[src/sv/sfld_pkg.sv]
`default_nettype none
package sfld_pkg;

	// Field widths
	localparam int STATUS_W = 8;
	localparam int TIME_W   = 32;
	localparam int WIN_W    = 16;
	localparam int THR_W    = 8;
	localparam int LOCK_W   = 16;
	localparam int CNT_W    = 8;

	// Configuration port
	localparam int CFG_IDX_W  = 2;
	localparam int CFG_DATA_W = 16;

	// Register indexes
	typedef enum logic [CFG_IDX_W-1:0] {
		REG_WINDOW    = 2'd0,
		REG_THRESHOLD = 2'd1,
		REG_LOCKOUT   = 2'd2
	} cfg_reg_t;

	// Reset values of the registers
	localparam logic [WIN_W-1:0]  WINDOW_RST    = 16'd120;
	localparam logic [THR_W-1:0]  THRESHOLD_RST = 8'd6;
	localparam logic [LOCK_W-1:0] LOCKOUT_RST   = 16'd1800;

	// Stream widths
	localparam int S_DATA_W = STATUS_W + TIME_W;
	localparam int M_DATA_W = 8;

	typedef struct packed {
		logic [WIN_W-1:0]  window_seconds;
		logic [THR_W-1:0]  change_threshold;
		logic [LOCK_W-1:0] lockout_seconds;
	} cfg_t;

endpackage
`default_nettype wire

[src/sv/switch_flap_lockout_detector.sv]
// Switch flap lockout detector.
// Slave stream carries one status sample per transfer: s_tdata holds status
// in bits 7:0 and now_seconds in bits 39:8. Master stream returns one result
// per sample: m_tdata bit 0 is switching_frequently, bits 7:1 are zero.
// Configuration writes go through cfg_valid/cfg_index/cfg_data (cfg_ready is
// always high): index 0 window_seconds, 1 change_threshold, 2 lockout_seconds;
// other indexes are ignored. Write configuration only while the block is idle.
// Path: a sample accepted on the slave side passes through the input
// register, then the result register, before it is offered on the master
// side. Throughput: one sample per cycle while results are taken; the whole
// state update is one pass between those two registers.
// Reset: config and detector state return to defaults, both streams empty.
// When the receiver stalls, the result holds in its register and one more
// sample is taken into the input register; s_tready then drops until the
// result is taken.
`default_nettype none
module switch_flap_lockout_detector import sfld_pkg::*; (
	input  wire logic                  clk,
	input  wire logic                  arst_n,
	input  wire logic                  s_tvalid,
	output logic                       s_tready,
	input  wire logic [S_DATA_W-1:0]   s_tdata,   // status[7:0], now_seconds[39:8]
	output logic                       m_tvalid,
	input  wire logic                  m_tready,
	output logic [M_DATA_W-1:0]        m_tdata,   // switching_frequently[0], zero[7:1]
	input  wire logic                  cfg_valid,
	output logic                       cfg_ready,
	input  wire logic [CFG_IDX_W-1:0]  cfg_index,
	input  wire logic [CFG_DATA_W-1:0] cfg_data
);

	cfg_t                cfg;
	logic                valid_s1;
	logic [STATUS_W-1:0] status_s1;
	logic [TIME_W-1:0]   now_s1;
	logic                advance;
	logic                flag_next;
	logic                valid_s2;
	logic                flag_s2;

	assign cfg_ready = 1'b1;

	sfld_cfg_regs u_cfg (
		.clk      (clk),
		.arst_n   (arst_n),
		.wr_en    (cfg_valid && cfg_ready),
		.wr_index (cfg_index),
		.wr_data  (cfg_data),
		.cfg      (cfg)
	);

	// Stage handshake
	assign advance  = valid_s1 && (!valid_s2 || m_tready);
	assign s_tready = !valid_s1 || advance;

	// Input register
	always_ff @(posedge clk or negedge arst_n) begin
		if (!arst_n) begin
			valid_s1 <= 1'b0;
		end else if (s_tready) begin
			valid_s1 <= s_tvalid;
		end
	end

	always_ff @(posedge clk) begin
		if (s_tready && s_tvalid) begin
			status_s1 <= s_tdata[STATUS_W-1:0];
			now_s1    <= s_tdata[S_DATA_W-1:STATUS_W];
		end
	end

	sfld_core u_core (
		.clk         (clk),
		.arst_n      (arst_n),
		.step        (advance),
		.status      (status_s1),
		.now_seconds (now_s1),
		.cfg         (cfg),
		.flag_next   (flag_next)
	);

	// Result register
	always_ff @(posedge clk or negedge arst_n) begin
		if (!arst_n) begin
			valid_s2 <= 1'b0;
		end else if (!valid_s2 || m_tready) begin
			valid_s2 <= valid_s1;
		end
	end

	always_ff @(posedge clk) begin
		if (advance) begin
			flag_s2 <= flag_next;
		end
	end

	assign m_tvalid = valid_s2;
	assign m_tdata  = {{(M_DATA_W-1){1'b0}}, flag_s2};

endmodule
`default_nettype wire

[src/sv/sfld_cfg_regs.sv]
`default_nettype none
module sfld_cfg_regs import sfld_pkg::*; (
	input  wire logic                  clk,
	input  wire logic                  arst_n,
	input  wire logic                  wr_en,
	input  wire logic [CFG_IDX_W-1:0]  wr_index,
	input  wire logic [CFG_DATA_W-1:0] wr_data,
	output cfg_t                       cfg
);

	cfg_t cfg_q;

	// Register file, writes to unused indexes are dropped
	always_ff @(posedge clk or negedge arst_n) begin
		if (!arst_n) begin
			cfg_q.window_seconds   <= WINDOW_RST;
			cfg_q.change_threshold <= THRESHOLD_RST;
			cfg_q.lockout_seconds  <= LOCKOUT_RST;
		end else if (wr_en) begin
			unique case (wr_index)
				REG_WINDOW:    cfg_q.window_seconds   <= wr_data[WIN_W-1:0];
				REG_THRESHOLD: cfg_q.change_threshold <= wr_data[THR_W-1:0];
				REG_LOCKOUT:   cfg_q.lockout_seconds  <= wr_data[LOCK_W-1:0];
				default: ;
			endcase
		end
	end

	assign cfg = cfg_q;

endmodule
`default_nettype wire

[src/sv/sfld_core.sv]
`default_nettype none
module sfld_core import sfld_pkg::*; (
	input  wire logic                clk,
	input  wire logic                arst_n,
	input  wire logic                step,
	input  wire logic [STATUS_W-1:0] status,
	input  wire logic [TIME_W-1:0]   now_seconds,
	input  wire cfg_t                cfg,
	output logic                     flag_next
);

	logic                monitoring_q;
	logic                have_last_q;
	logic [STATUS_W-1:0] last_status_q;
	logic [TIME_W-1:0]   window_start_q;
	logic [CNT_W-1:0]    change_count_q;
	logic [TIME_W-1:0]   lockout_end_q;
	logic                flag_q;

	logic                monitoring_d;
	logic                have_last_d;
	logic [STATUS_W-1:0] last_status_d;
	logic [TIME_W-1:0]   window_start_d;
	logic [CNT_W-1:0]    change_count_d;
	logic [TIME_W-1:0]   lockout_end_d;
	logic                flag_d;

	logic [TIME_W-1:0]   ws_eff;
	logic                changed;
	logic [CNT_W-1:0]    cnt_inc;
	logic [TIME_W:0]     win_limit;
	logic                win_expired;
	logic [CNT_W-1:0]    cnt_win;
	logic                trip;
	logic [TIME_W:0]     lock_sum;
	logic [TIME_W-1:0]   lock_end_sat;

	// Monitoring datapath: change count, window restart, trip test
	always_comb begin
		ws_eff    = have_last_q ? window_start_q : now_seconds;
		changed   = have_last_q && (last_status_q != status);
		cnt_inc   = (changed && (change_count_q != '1)) ? change_count_q + 1'b1
		                                                 : change_count_q;
		win_limit = {1'b0, ws_eff} + {{(TIME_W+1-WIN_W){1'b0}}, cfg.window_seconds};
		win_expired = {1'b0, now_seconds} > win_limit;
		cnt_win   = win_expired ? '0 : cnt_inc;
		trip      = cnt_win > cfg.change_threshold;
		lock_sum  = {1'b0, now_seconds} + {{(TIME_W+1-LOCK_W){1'b0}}, cfg.lockout_seconds};
		lock_end_sat = lock_sum[TIME_W] ? '1 : lock_sum[TIME_W-1:0];
	end

	// Next state
	always_comb begin
		monitoring_d   = monitoring_q;
		have_last_d    = have_last_q;
		last_status_d  = last_status_q;
		window_start_d = window_start_q;
		change_count_d = change_count_q;
		lockout_end_d  = lockout_end_q;
		flag_d         = flag_q;
		if (monitoring_q) begin
			have_last_d    = 1'b1;
			last_status_d  = status;
			window_start_d = win_expired ? now_seconds : ws_eff;
			change_count_d = cnt_win;
			if (trip) begin
				lockout_end_d  = lock_end_sat;
				monitoring_d   = 1'b0;
				change_count_d = '0;
				have_last_d    = 1'b0;
				flag_d         = 1'b1;
			end
		end else if (now_seconds > lockout_end_q) begin
			lockout_end_d = '0;
			monitoring_d  = 1'b1;
			flag_d        = 1'b0;
		end
	end

	assign flag_next = flag_d;

	// Control state
	always_ff @(posedge clk or negedge arst_n) begin
		if (!arst_n) begin
			monitoring_q   <= 1'b1;
			have_last_q    <= 1'b0;
			last_status_q  <= '0;
			window_start_q <= '0;
			change_count_q <= '0;
			lockout_end_q  <= '0;
			flag_q         <= 1'b0;
		end else if (step) begin
			monitoring_q   <= monitoring_d;
			have_last_q    <= have_last_d;
			last_status_q  <= last_status_d;
			window_start_q <= window_start_d;
			change_count_q <= change_count_d;
			lockout_end_q  <= lockout_end_d;
			flag_q         <= flag_d;
		end
	end

endmodule
`default_nettype wire

[config.mk]
export PLATFORM = sky130hd
export DESIGN_NAME = switch_flap_lockout_detector
export DESIGN_NICKNAME = d
export VERILOG_FILES = /design/src/sv/sfld_pkg.sv /design/src/sv/switch_flap_lockout_detector.sv /design/src/sv/sfld_cfg_regs.sv /design/src/sv/sfld_core.sv
export SDC_FILE = /design/constraint.sdc
export NUM_CORES = 1
export LEC_CHECK = 0
export ABC_AREA = 1
export BUFFER_PORTS_ARGS = -buffer_cell sky130_fd_sc_hd__buf_2
export CORE_ASPECT_RATIO = 1.4
export CORE_MARGIN = 2
export CORE_UTILIZATION = 35
export CTS_BUF_LIST = sky130_fd_sc_hd__clkbuf_4 sky130_fd_sc_hd__clkbuf_8
export DETAILED_ROUTE_END_ITERATION = 8
export GPL_TIMING_DRIVEN = 1
export PLACE_DENSITY = 0.53
export SYNTH_ARGS = -nofsm -noshare
export SYNTH_HDL_FRONTEND = slang
export SYNTH_SLANG_ARGS = --single-unit
export TNS_END_PERCENT = 1
[constraint.sdc]
create_clock -name clk -period 6.2 [get_ports clk]
set_input_delay 1.24 -clock clk [delete_from_list [all_inputs] [get_ports clk]]
set_output_delay 1.24 -clock clk [all_outputs]
set_load 0.005 [all_outputs]
Word level (Yosys, flattened, before mapping). Cells that the tools add are included.

Input bits: 63. Output and inout bits: 11. Register bits after elaboration: 166. Logic and storage cells: 56.

Add/sub/neg operators: 3. Reductions and logical operators: 15. Equality and inequality tests: 5. Magnitude comparators: 3. Muxes and demuxes: 15.

Operator list (count): 32-bit two-way mux (6); 32-bit by 16-bit adder with 33-bit output (2); 32-bit by 33-bit > comparator with 1-bit output (1); 32-bit > comparator (1); 8-bit two-way mux (3); 8-bit by 1-bit adder with 8-bit output, second input constant (1); 8-bit > comparator (1); 8-bit != test (1); 8-bit != test, second input constant (1); 2-bit AND reduction (4); 1-bit two-way mux (6); 1-bit logical AND (4); 3-bit AND reduction (1); 2-bit by 1-bit equality test with 1-bit output, second input constant (1); 2-bit equality test, second input constant (1); 1-bit zero test (2); 2-bit zero test (1); 1-bit logical OR (2); 2-bit != test, second input constant (1); 2-bit nonzero test (1).

Logic depth before layout (Yosys ltp).
Depth in word-level cells: 8. Gate-level depth with buffers: 46. Gate-level depth less buffers: 43.

By module. From an unflattened synthesis, not the netlist that was laid out.

Cells, all modules: 1570. Area, all modules: 11832.6 um^2.

By module, submodules not included: sfld_core (times used 1, cells an instance 1328, seq. area each 2078.2 um^2, area each 8747.1 um^2); sfld_cfg_regs (times used 1, cells an instance 178, seq. area each 1013.5 um^2, area each 1684.1 um^2); switch_flap_lockout_detector (times used 1, cells an instance 64, seq. area each 1281.2 um^2, area each 1401.3 um^2).

Worst setup path before layout. Ideal clock, no wire load.

Path type: reg-to-reg. From: register u_core.have_last_q. To: register u_core.lockout_end_q[12]. Path buffers: 3. Clock period less this slack: 5501 ps. Library setup time: 65 ps. Arrival time: 5436 ps. Stages on the path, launching flop included: 39. Required time: 6135 ps. Slack: 699 ps. Cells stage by stage: dfrtp_1 -> inv_2 -> clkbuf_1 -> or2_2 -> o21ai_0 -> inv_1 -> ha_1 -> nand3_1 -> nand2_1 -> a21oi_1 -> o21ai_0 -> nand2_1 -> nand2_1 -> nand2_1 -> o21ai_1 -> nand3_1 -> xor2_1 -> ha_1 -> (+3 left out) -> nor3_1 -> nand3_1 -> nand2_2 -> nand2_4 -> buf_4 -> and3_1 -> ha_1 -> nand2_1 -> o21ai_0 -> nand2_1 -> o211ai_1 -> o21ai_0 -> nor2_1 -> nand2_1 -> inv_1 -> buf_1 -> nand2_1 -> nand2_1.

Word-level cells in the longest chain between the ends: 7. Elaborated cells on any way between the ends: 10. Those cells by class: add/sub (1); order compare (2); eq/ne (1); mux (3); reduce/logical (3).

RTL lines: start: declaration (RTL line sfld_core.sv:13) `logic have_last_q;`; start signal: assignment (RTL line sfld_core.sv:94) `have_last_q <= have_last_d;`; 32-bit two-way mux / 1-bit logical AND (equally long branches) (RTL line sfld_core.sv:40, sfld_core.sv:41); 32-bit by 16-bit adder with 33-bit output / 1-bit logical AND (equally long branches) (RTL line sfld_core.sv:44, sfld_core.sv:42); 32-bit by 33-bit > comparator with 1-bit output / 8-bit two-way mux (equally long branches) (RTL line sfld_core.sv:45, sfld_core.sv:42); 8-bit two-way mux (*) (RTL line sfld_core.sv:46) `cnt_win = win_expired ? '0 : cnt_inc;`; 8-bit > comparator (*) (RTL line sfld_core.sv:47) `trip = cnt_win > cfg.change_threshold;`; 2-bit != test (no line) (*); 3-bit AND reduction (no line) (*); end signal: assignment (RTL line sfld_core.sv:98) `lockout_end_q <= lockout_end_d;`; end: declaration (RTL line sfld_core.sv:17) `logic [TIME_W-1:0] lockout_end_q;`.

Mark *: on every way between the ends. The rest lies on a longest branch, timed or not. A chain may end at the register's enable or synchronous reset.

Worst setup path after layout.
From: register u_core.have_last_q. To: register u_core.lockout_end_q[9].

Same word-level chain as after synthesis.

==> metrics <==
status=finished, final reports clean; post-layout util=between 30% and 40%; EDFF count, synth=41; commonest cells in the netlist=nand2_1 (443), inv_1 (195), nand3_1 (165); DR WL/cell=17.0 um; Worst EP arrival=between 6000 and 7000 ps; first-pass GRT wire length=55,300 um; combinational share of power=between 50% and 60%; standard-cell rows=about 80; Area growth syn-to-layout=10.8%; Crit Path Category=reg -> reg; DP Cell Count=a little over 2,000; antenna violations before repair=1; Setup TNS=0 ps; # IOs=74; Inserted Clock Buffers=17; crit start category=register; vias in the first global route=around 10,000; maximum vdd drop=0.157 mV; Detailed Routing Iterations Pass 1=5; detailed placement HPWL=26,100 um; drt total wl=approximately 35,000 um; final worst-path cycle share=about nine tenths; post-synthesis sequential area ratio=a little under two fifths; Lkg Pwr=roughly 0.0065 uW; CP max stage delay=420 ps; count leader, synth=nand2_1; clock-pin transition on the worst setup and hold timing paths=roughly 100 ps; cell mode on critical path=nand2_1; Global Route Usage Sum=21.1%; share of the synthesized area in the top cell type=about a quarter; TritonCTS clock tree=done; Post-Syn Area=11,600 um^2; Least-Margin Pin Slew=between 1000 and 1500 ps; routed vias=~10,000; slowest CP cell=dfrtp_1; Net Switching=roughly 2600 uW; worst hold slack=between 400 and 500 ps; maximum number of pins on one net before global-route repair=slightly above 70; PwrDens=423 nW/um^2; H-tree levels=4; Gate Count Post-Synth=1,546; Die Y=~220 um; CP max FO=33; Post-Layout Cell Count=about 2,100; Placer Congestion=approximately 0.94; Initial Utilization=a little over a third; Post-Syn Area per Cell=around 7.5 um^2; asr flop ratio synth=between 70% and 80%; Hold Crit Depth=2; Sw Ratio=47.2%; maxcap violations=0; Synth warnings=0; Slew Viols, Final=0; Clock power frac=15.8%; CP required=approximately 6700 ps; Core Box Area=roughly 32,000 um^2; top post-synthesis cells by area=dfrtp_1 (25%), nand2_1 (14%), ha_1 (11%), edfxtp_1 (11%), nand3_1 (7.1%); Clock Skews=roughly 31 ps; Worst-Skew Late Latency=between 500 and 600 ps; prevailing post-synth register cell=dfrtp_1; antenna-violating nets left=0; Period minus WS final=around 5600 ps; layout cells sized above 1=10.8%; fmax=180 MHz; CTS root buf=clkbuf_8; Synth area leader=dfrtp_1; DIE WIDTH=158 um; internal power=about 2900 uW; worst min-delay path class=reg -> reg; Via density=about 5.0; CP Capture Type=register; gr ovfl total=0; initial drt markers=between 500 and 600; relative slew slack=a little under a third; RSZ-0062 raised after global routing=false; Distinct cells, synth=47; CTS Buffer Depth=2; DR DRC count=0; setup violators final=0; Hold-fix buffers, CTS=0; Nets=1,772; Synth Register Bits=around 170; Port Buf Inserts=65; Hold Vio Cnt, Final=0; R2R setup slack=~640 ps; DIE AREA=between 30,000 and 40,000 um^2; CTS sink count=166; power share of the sequential group=about 30%; worst r2r path cells=42
==> kinds of logic (layout without fill, tap and decap cells) <==
kind of cell / after synthesis / after routing / synth area share [%]
adders and majority gates: 107 / 107 / 11.7
AOI/OAI and AO/OA: 212 / 212 / 9.64
buffers and inverters: 253 / 316 / 8.87
xor gates and xnor gates: 52 / 52 / 3.94
DFF: 166 / 166 / 37.8
other: 2 / 9 / 0.0650
and+or+nand+nor: 754 / 754 / 27.9
==> placed cells by master, fill, tap and decap left out, drive strengths merged, types with 2 or more instances in the layout <==
cell type  count
a31oi          4
nand2        445
o21ai        129
and3           3
buf           84
inv          204
clkbuf        18
clkinv         7
nor4           7
nand3        166
bufinv         2
a21oi         63
conb           8
fa             2
o211ai         3
edfxtp        41
a21o           3
nand4         13
xnor2         16
dfrtp        114
ha           105
a21boi         3
o21a           2
dfstp         11
or2           28
nor2          69
nand3b         2
nor3          20
xor2          36
==> critical path: cells and delay by family (launching register included) <==
family | cells | cell delay (ps)
and+or+nand+nor | 23 | 2060
xor gates and xnor gates | 1 | 170
DFF | 1 | 420
adders and majority gates | 3 | 910
buffers and inverters | 7 | 810
AOI/OAI and AO/OA | 8 | 1090
==> stage by stage <==
| stage | total power [uW] | instance area [um^2] | worst slack [ps] |
|---|---|---|---|
| final | 5420 | 12800 | 639 |
| after global routing | 5940 | 12800 | 51.7 |
| after CTS | 5440 | 12800 | 221 |
| after detailed placement | 4550 | 12400 | 254 |
| after global placement | 4520 | 12400 | 343 |
| after floorplan | 3740 | 11600 | 699 |
==> final cells by class <==
class                      instances  area [um^2]
antenna                            1         2.50
clock buffer                      18          241
clock inverter                    14          164
fill                            3437        19700
inverter                         200          753
multi-input combinational       1133         6220
sequential                       166         4370
tap                              440          551
timing repair buffer              84          499
==> power by group through the flow <==
stage	Combinational, uW	Clock (uW)	Sequential, uW
floorplan	2180	0	1570
global placement	2870	0	1650
detailed placement	2900	0	1650
CTS	2920	888	1630
global route	3350	918	1660
finish	2930	855	1630
==> sequential cells by signal, indices dropped and copies added (netlist names), 8 cells and up <==
signal                 cells
u_cfg.cfg                 40
now_s1                    32
u_core.lockout_end_q      32
u_core.window_start_q     32
status_s1                  8
u_core.change_count_q      8
u_core.last_status_q       8
==> final timing paths <==
check	from	end
worst max-delay path	u_core.have_last_q	u_core.lockout_end_q[9]
worst min-delay path	u_core.window_start_q[3]	u_core.window_start_q[3]
worst max register to register	u_core.have_last_q	u_core.lockout_end_q[9]
worst min register to register	u_core.window_start_q[3]	u_core.window_start_q[3]
max in group asynchronous	arst_n	u_core.lockout_end_q[18]
min in group asynchronous	arst_n	u_cfg.cfg[19]
==> timing repair <==
| action | 4_1_cts | 5_1_grt |
|---|---|---|
| setup buffers | 0 | 0 |
| endpoints found under the setup margin | 0 | 43 |
| resized for setup | 0 | 12 |
==> layer usage <==
layer  track usage (%)  vias to the layer above  part of all wire, %
li1                  -                     5140                    -
met1              24.5                     4874                   41
met2              38.6                      208                   52
met3              2.61                       51                  3.0
met4              9.12                        0                  3.1
met5                 0                        -                    0
Note: power is estimated with default switching activity, not from simulation.
